<file path="config.mk">
export PLATFORM = sky130hd
export DESIGN_NAME = ntt_bfly
export DESIGN_NICKNAME = d
export VERILOG_FILES = /design/src/ntt_q3329_forward_inverse_assert.svh /design/src/ntt_pkg.sv /design/src/ntt_mont.sv /design/src/ntt_bfly.sv
export SDC_FILE = /design/constraint.sdc
export NUM_CORES = 2
export LEC_CHECK = 0
export BUFFER_PORTS_ARGS = -buffer_cell sky130_fd_sc_hd__buf_2
export CORE_ASPECT_RATIO = 1.4
export CORE_UTILIZATION = 35
export DETAILED_ROUTE_END_ITERATION = 6
export HOLD_SLACK_MARGIN = 0.1
export PLACE_DENSITY = 0.56
export SETUP_SLACK_MARGIN = 0.02
export SYNTH_ARGS = -nofsm -noshare
export SYNTH_HDL_FRONTEND = slang
export SYNTH_SLANG_ARGS = --single-unit
export TNS_END_PERCENT = 10
</file>
<file path="constraint.sdc">
create_clock -name clk -period 13.6 [get_ports clk]
set_input_delay 2.04 -clock clk [delete_from_list [all_inputs] [get_ports clk]]
set_output_delay 2.04 -clock clk [all_outputs]
set_load 0.01 [all_outputs]
</file>
<file path="src/ntt_q3329_forward_inverse_assert.svh">
// Assertion macros for the NTT block
`ifndef NTT_Q3329_FORWARD_INVERSE_ASSERT_SVH
`define NTT_Q3329_FORWARD_INVERSE_ASSERT_SVH
`ifndef ASSERT_OFF
`define NTT_ASSERT_IMPL(label, clk, rst_n, ante, cons) \
  label: assert property (@(posedge clk) disable iff (!rst_n) (ante) |-> (cons)) \
    else $error("assertion failed");
`define NTT_ASSERT_NEXT(label, clk, rst_n, ante, cons) \
  label: assert property (@(posedge clk) disable iff (!rst_n) (ante) |=> (cons)) \
    else $error("assertion failed");
`else
`define NTT_ASSERT_IMPL(label, clk, rst_n, ante, cons)
`define NTT_ASSERT_NEXT(label, clk, rst_n, ante, cons)
`endif
`endif

</file>
<file path="src/ntt_pkg.sv">
package ntt_pkg;
  localparam int NCOEF = 256;
  localparam int LANES = 4;
  localparam logic signed [15:0] QMOD = 16'sd3329;
  localparam logic [15:0] QINV = 16'd62209;
  localparam logic signed [15:0] INV_SCALE = 16'sd1441;

  typedef struct packed {
    logic signed [15:0] coef_d;
    logic signed [15:0] coef_c;
    logic signed [15:0] coef_b;
    logic signed [15:0] coef_a;
  } ntt_in_t;

  typedef struct packed {
    logic              final_group;
    logic signed [15:0] res_d;
    logic signed [15:0] res_c;
    logic signed [15:0] res_b;
    logic signed [15:0] res_a;
  } ntt_out_t;

  typedef struct packed {
    logic              inv;
    logic signed [15:0] zeta;
  } ntt_bf_ctl_t;

  function automatic logic signed [15:0] zeta_rom(input logic [6:0] i);
    logic signed [15:0] z;
    case (i)
      7'd0: z = -16'sd1044; 7'd1: z = -16'sd758; 7'd2: z = -16'sd359; 7'd3: z = -16'sd1517;
      7'd4: z = 16'sd1493; 7'd5: z = 16'sd1422; 7'd6: z = 16'sd287; 7'd7: z = 16'sd202;
      7'd8: z = -16'sd171; 7'd9: z = 16'sd622; 7'd10: z = 16'sd1577; 7'd11: z = 16'sd182;
      7'd12: z = 16'sd962; 7'd13: z = -16'sd1202; 7'd14: z = -16'sd1474; 7'd15: z = 16'sd1468;
      7'd16: z = 16'sd573; 7'd17: z = -16'sd1325; 7'd18: z = 16'sd264; 7'd19: z = 16'sd383;
      7'd20: z = -16'sd829; 7'd21: z = 16'sd1458; 7'd22: z = -16'sd1602; 7'd23: z = -16'sd130;
      7'd24: z = -16'sd681; 7'd25: z = 16'sd1017; 7'd26: z = 16'sd732; 7'd27: z = 16'sd608;
      7'd28: z = -16'sd1542; 7'd29: z = 16'sd411; 7'd30: z = -16'sd205; 7'd31: z = -16'sd1571;
      7'd32: z = 16'sd1223; 7'd33: z = 16'sd652; 7'd34: z = -16'sd552; 7'd35: z = 16'sd1015;
      7'd36: z = -16'sd1293; 7'd37: z = 16'sd1491; 7'd38: z = -16'sd282; 7'd39: z = -16'sd1544;
      7'd40: z = 16'sd516; 7'd41: z = -16'sd8; 7'd42: z = -16'sd320; 7'd43: z = -16'sd666;
      7'd44: z = -16'sd1618; 7'd45: z = -16'sd1162; 7'd46: z = 16'sd126; 7'd47: z = 16'sd1469;
      7'd48: z = -16'sd853; 7'd49: z = -16'sd90; 7'd50: z = -16'sd271; 7'd51: z = 16'sd830;
      7'd52: z = 16'sd107; 7'd53: z = -16'sd1421; 7'd54: z = -16'sd247; 7'd55: z = -16'sd951;
      7'd56: z = -16'sd398; 7'd57: z = 16'sd961; 7'd58: z = -16'sd1508; 7'd59: z = -16'sd725;
      7'd60: z = 16'sd448; 7'd61: z = -16'sd1065; 7'd62: z = 16'sd677; 7'd63: z = -16'sd1275;
      7'd64: z = -16'sd1103; 7'd65: z = 16'sd430; 7'd66: z = 16'sd555; 7'd67: z = 16'sd843;
      7'd68: z = -16'sd1251; 7'd69: z = 16'sd871; 7'd70: z = 16'sd1550; 7'd71: z = 16'sd105;
      7'd72: z = 16'sd422; 7'd73: z = 16'sd587; 7'd74: z = 16'sd177; 7'd75: z = -16'sd235;
      7'd76: z = -16'sd291; 7'd77: z = -16'sd460; 7'd78: z = 16'sd1574; 7'd79: z = 16'sd1653;
      7'd80: z = -16'sd246; 7'd81: z = 16'sd778; 7'd82: z = 16'sd1159; 7'd83: z = -16'sd147;
      7'd84: z = -16'sd777; 7'd85: z = 16'sd1483; 7'd86: z = -16'sd602; 7'd87: z = 16'sd1119;
      7'd88: z = -16'sd1590; 7'd89: z = 16'sd644; 7'd90: z = -16'sd872; 7'd91: z = 16'sd349;
      7'd92: z = 16'sd418; 7'd93: z = 16'sd329; 7'd94: z = -16'sd156; 7'd95: z = -16'sd75;
      7'd96: z = 16'sd817; 7'd97: z = 16'sd1097; 7'd98: z = 16'sd603; 7'd99: z = 16'sd610;
      7'd100: z = 16'sd1322; 7'd101: z = -16'sd1285; 7'd102: z = -16'sd1465; 7'd103: z = 16'sd384;
      7'd104: z = -16'sd1215; 7'd105: z = -16'sd136; 7'd106: z = 16'sd1218; 7'd107: z = -16'sd1335;
      7'd108: z = -16'sd874; 7'd109: z = 16'sd220; 7'd110: z = -16'sd1187; 7'd111: z = -16'sd1659;
      7'd112: z = -16'sd1185; 7'd113: z = -16'sd1530; 7'd114: z = -16'sd1278; 7'd115: z = 16'sd794;
      7'd116: z = -16'sd1510; 7'd117: z = -16'sd854; 7'd118: z = -16'sd870; 7'd119: z = 16'sd478;
      7'd120: z = -16'sd108; 7'd121: z = -16'sd308; 7'd122: z = 16'sd996; 7'd123: z = 16'sd991;
      7'd124: z = 16'sd958; 7'd125: z = -16'sd1460; 7'd126: z = 16'sd1522; 7'd127: z = 16'sd1628;
      default: z = 16'sd0;
    endcase
    return z;
  endfunction
endpackage

</file>
<file path="src/ntt_mont.sv">
// Montgomery product, two register stages
module ntt_mont
  import ntt_pkg::*;
(
  input  logic               clk,
  input  logic signed [15:0] a,
  input  logic signed [15:0] b,
  output logic signed [15:0] r
);
  logic signed [31:0] p_r;
  logic signed [31:0] p2_r;
  logic signed [15:0] t_r;
  logic signed [31:0] d;
  always_ff @(posedge clk) begin
    p_r <= a * b;
    p2_r <= p_r;
    t_r <= p_r[15:0] * QINV;
  end
  always_comb begin
    d = p2_r - t_r * 32'(QMOD);
  end
  assign r = d[31:16];
endmodule

</file>
<file path="src/ntt_bfly.sv">
// Shared butterfly: results are formed from the registered operands and the registered Montgomery product
module ntt_bfly
  import ntt_pkg::*;
(
  input  logic               clk,
  input  ntt_bf_ctl_t        ctl,
  input  logic signed [15:0] a,
  input  logic signed [15:0] b,
  output logic signed [15:0] ra,
  output logic signed [15:0] rb
);
  logic signed [15:0] a1_r, ssum_r, bt_r, md, bar;
  logic signed [15:0] ssum, sdif;
  logic signed [31:0] bx;
  logic signed [15:0] bt;

  always_comb begin
    ssum = a + b;
    sdif = a - b;
    bx = 32'sd20159 * ssum + 32'sd33554432;
    bt = 16'(bx >>> 26);
    bar = ssum_r - 16'(bt_r * QMOD);
  end

  ntt_mont u_m (.clk(clk), .a(ctl.zeta), .b(ctl.inv ? sdif : b), .r(md));

  always_ff @(posedge clk) begin
    a1_r <= a;
    ssum_r <= ssum;
    bt_r <= bt;
  end

  assign ra = ctl.inv ? bar : a1_r + md;
  assign rb = ctl.inv ? md : a1_r - md;
endmodule

</file>
==> summary.txt <==
Status
  – Status: complete, no violations

GRT
  – Largest net degree at the start of global routing: 51
  – GR Util met1: 0.208
  – Grt peak-use layer: met2
  – GRT overflow: 0
  – Met2 usage: 0.331
  – Initial antenna violation count: 7
  – Met3 usage: 0.0160
  – Total track usage: 0.176
  – Vias in the first global route: 19.3k
  – First-pass GRT wire length: 100000 µm

Floorplanning
  – Row cnt: 115
  – Initial Util: 0.355
  – IO Pins: 82
  – Full die area: 0.0725 mm²
  – Die height: 318 µm
  – Core ar.: 0.0705 mm²
  – DIE WIDTH: 228 µm

Setup path
  – Crit end category: output pin
  – Kind of critical path: reg -> out
  – R2R Setup Slk: 9.78 ns
  – Cell family with most CP delay: adder cells
  – Register-to-Register Path Depth: 13
  – CP Buf/Inv Count: 4
  – Crit Path Max Fanout: 8
  – Worst path max stage delay: 0.47 ns
  – RR Endpoint: u_m.t_r[15]
  – Origin of the critical flop-to-flop path: u_m.p_r[4]
  – Slowest cell on the critical path: fa_1
  – Most common cell on crit path: ha_1
  – Critical Path Start Type: flip-flop
  – Worst Path Required: 11.56 ns
  – Worst EP arrival: 8.38 ns

Layout
  – Layout cell share with drive strength beyond 1: 0.0508
  – Reg area: 0.00220 mm²
  – Area of the multi-input gates: 0.0201 mm²
  – Most frequent cells in the layout: inv_1, ha_1, fa_1
  – Commonest non-fill, non-tap cell in the layout: inv_1
  – Nets: 3699
  – Fillers: 7274
  – Area grow syn2layout: 7.47%

Synth
  – Gate Count Post-Synth: 2727
  – Synth async-reset ratio: 0
  – Synthesized area: 0.0250 mm²
  – Post-synth EDFFs: 0
  – Area contributors post-synth: fa_1, ha_1, inv_1, dfxtp_1, xnor2_1
  – Area leader, netlist: fa_1
  – Syn nets: 3637
  – Sequential area share after synthesis: 0.0881
  – Synthesized flop and latch total: 110
  – Syn. warnings: 0
  – Main synth FF type: dfxtp_1
  – Syn_area_per_cell: 9.17 µm²
  – Synth top area share: 0.326
  – Distinct cell type count after synthesis: 60

Timing
  – Worst-Margin Slew: 0.991 ns
  – Setup tns final: 0 ns
  – Final period util: 0.766
  – Hold Vio Cnt, Final: 0
  – Finish-stage setup viols: 0
  – FMAX: 96.0 MHz
  – Max Slew Vio Count: 0
  – Crit path time final: 10.42 ns
  – Skew final: 0.0134 ns
  – Relative slew slack: 0.339
  – RSZ-0062 raised after global routing: false

Clock network
  – CTS resizes: 0
  – Cts hold-fix bufs: 0
  – Root Buffer: clkbuf_16
  – Num CTS Buffers: 9
  – Number of clock sinks: 110
  – CTS Buffer Depth: 2
  – TritonCTS clock tree: built
  – Postcts setup bufs: 0
  – H-tree Lvls: 3
  – Clk_lat worst skew: 0.39 ns
  – Clk slew on worst S/H paths: 0.09 ns

Placed design
  – IO Port Bufs: 81
  – HPWL after detailed placement: 52700 µm
  – Gpl congestion: 0.892

Route
  – Drt drc: 0
  – Drt wl/cell: 16.3 µm
  – Via/cell ratio: 4.76
  – Final ANT Viol Nets: 0
  – Final WL: 60700 µm
  – Vias after detailed routing: 17.8k
  – DR pass1 iterations: 5
  – DRT iter0 DRCs: 701

Hold path
  – Hold path endpoint: u_m.p2_r[25]
  – Min-delay src: u_m.p_r[25]
  – Min-delay worst type: reg -> reg
  – Worst hold path depth: 0

Run
  – Number of max-cap violations: 0
sequential cells by signal, indices dropped and copies added, names as in the netlist:
name      flops
a1_r         16
ssum_r       16
bt_r          6
u_m.t_r       8
u_m.p2_r     32
u_m.p_r      32
routing by layer:
metal,up-vias,routed length [µm]
met3,91,1930
met1,8763,24900
li1,8597,-
met2,298,31900
met4,10,1920
met5,-,72
through the flow:
| step | setup WS, ns | cells | cell area [µm²] | util | hold slack (ns) |
|---|---|---|---|---|---|
| finish | 3.18 | 3731 | 26900 | 0.381 | 0.320 |
| global route | 2.64 | 3730 | 26900 | 0.381 | 0.330 |
| CTS | 3.13 | 3730 | 26900 | 0.381 | 0.325 |
| detailed placement | 3.14 | 3714 | 26600 | 0.377 | 0.321 |
| global placement | 3.26 | 3714 | 26600 | 0.377 | 0.315 |
| floorplan | 4.03 | 2727 | 25000 | - | 0.310 |
worst register-to-register path: cells and delay by family, from the launching register on:
kind	cells	cell delay (ns)
flops	1	0.35
xor+xnor	2	0.30
buf+inv	2	0.10
compound gates	2	0.39
fa+ha+maj	7	2.61
cells by family after synthesis:
logic type | synth area share
fa+ha+maj | 0.553
mux | 0.00576
xor+xnor | 0.0572
flops | 0.0881
simple gates | 0.0972
buf+inv | 0.109
compound gates | 0.0897
cell type report:
class,count,area share
Inverter,674,0.0942
Timing Repair Buffer,105,0.0218
Sequential cell,110,0.0820
Antenna cell,1,0.0000931
Tap cell,936,0.0436
Multi-Input combinational cell,1889,0.747
Clock buffer,9,0.00838
Clock inverter,7,0.00279
how the worst max path moves through the flow:
stage,depth (start not counted),startpoint,end
floorplan,35,a[0],u_m.p_r[30]
global placement,27,a[2],bt_r[5]
detailed placement,27,a[2],bt_r[5]
CTS,33,u_m.p2_r[1],rb[15]
global route,35,u_m.p2_r[1],rb[14]
finish,33,u_m.p2_r[1],rb[15]
cells in the mapped netlist, drive strengths merged (3+ instances only):
cell,count
inv,674
ha,453
fa,407
nand2,199
a21oi,113
dfxtp,110
xnor2,110
and2,90
nor2,85
o21ai,72
clkbuf,53
a21o,52
xor2,48
nor2b,27
o21bai,26
nand2b,25
nor3,20
nand3,17
o21a,13
mux2i,11
nand4,9
o211ai,9
o31ai,9
a211o,7
a31oi,7
nor4,7
a2111oi,6
and3,6
a221oi,5
or2,5
or3,5
a211oi,3
a21boi,3
a31o,3
a41oi,3
mux2,3
o41ai,3
Power is left out: the tool's default activity adds up to more than one toggle a clock period on the data nets, which glitch-free logic cannot reach.
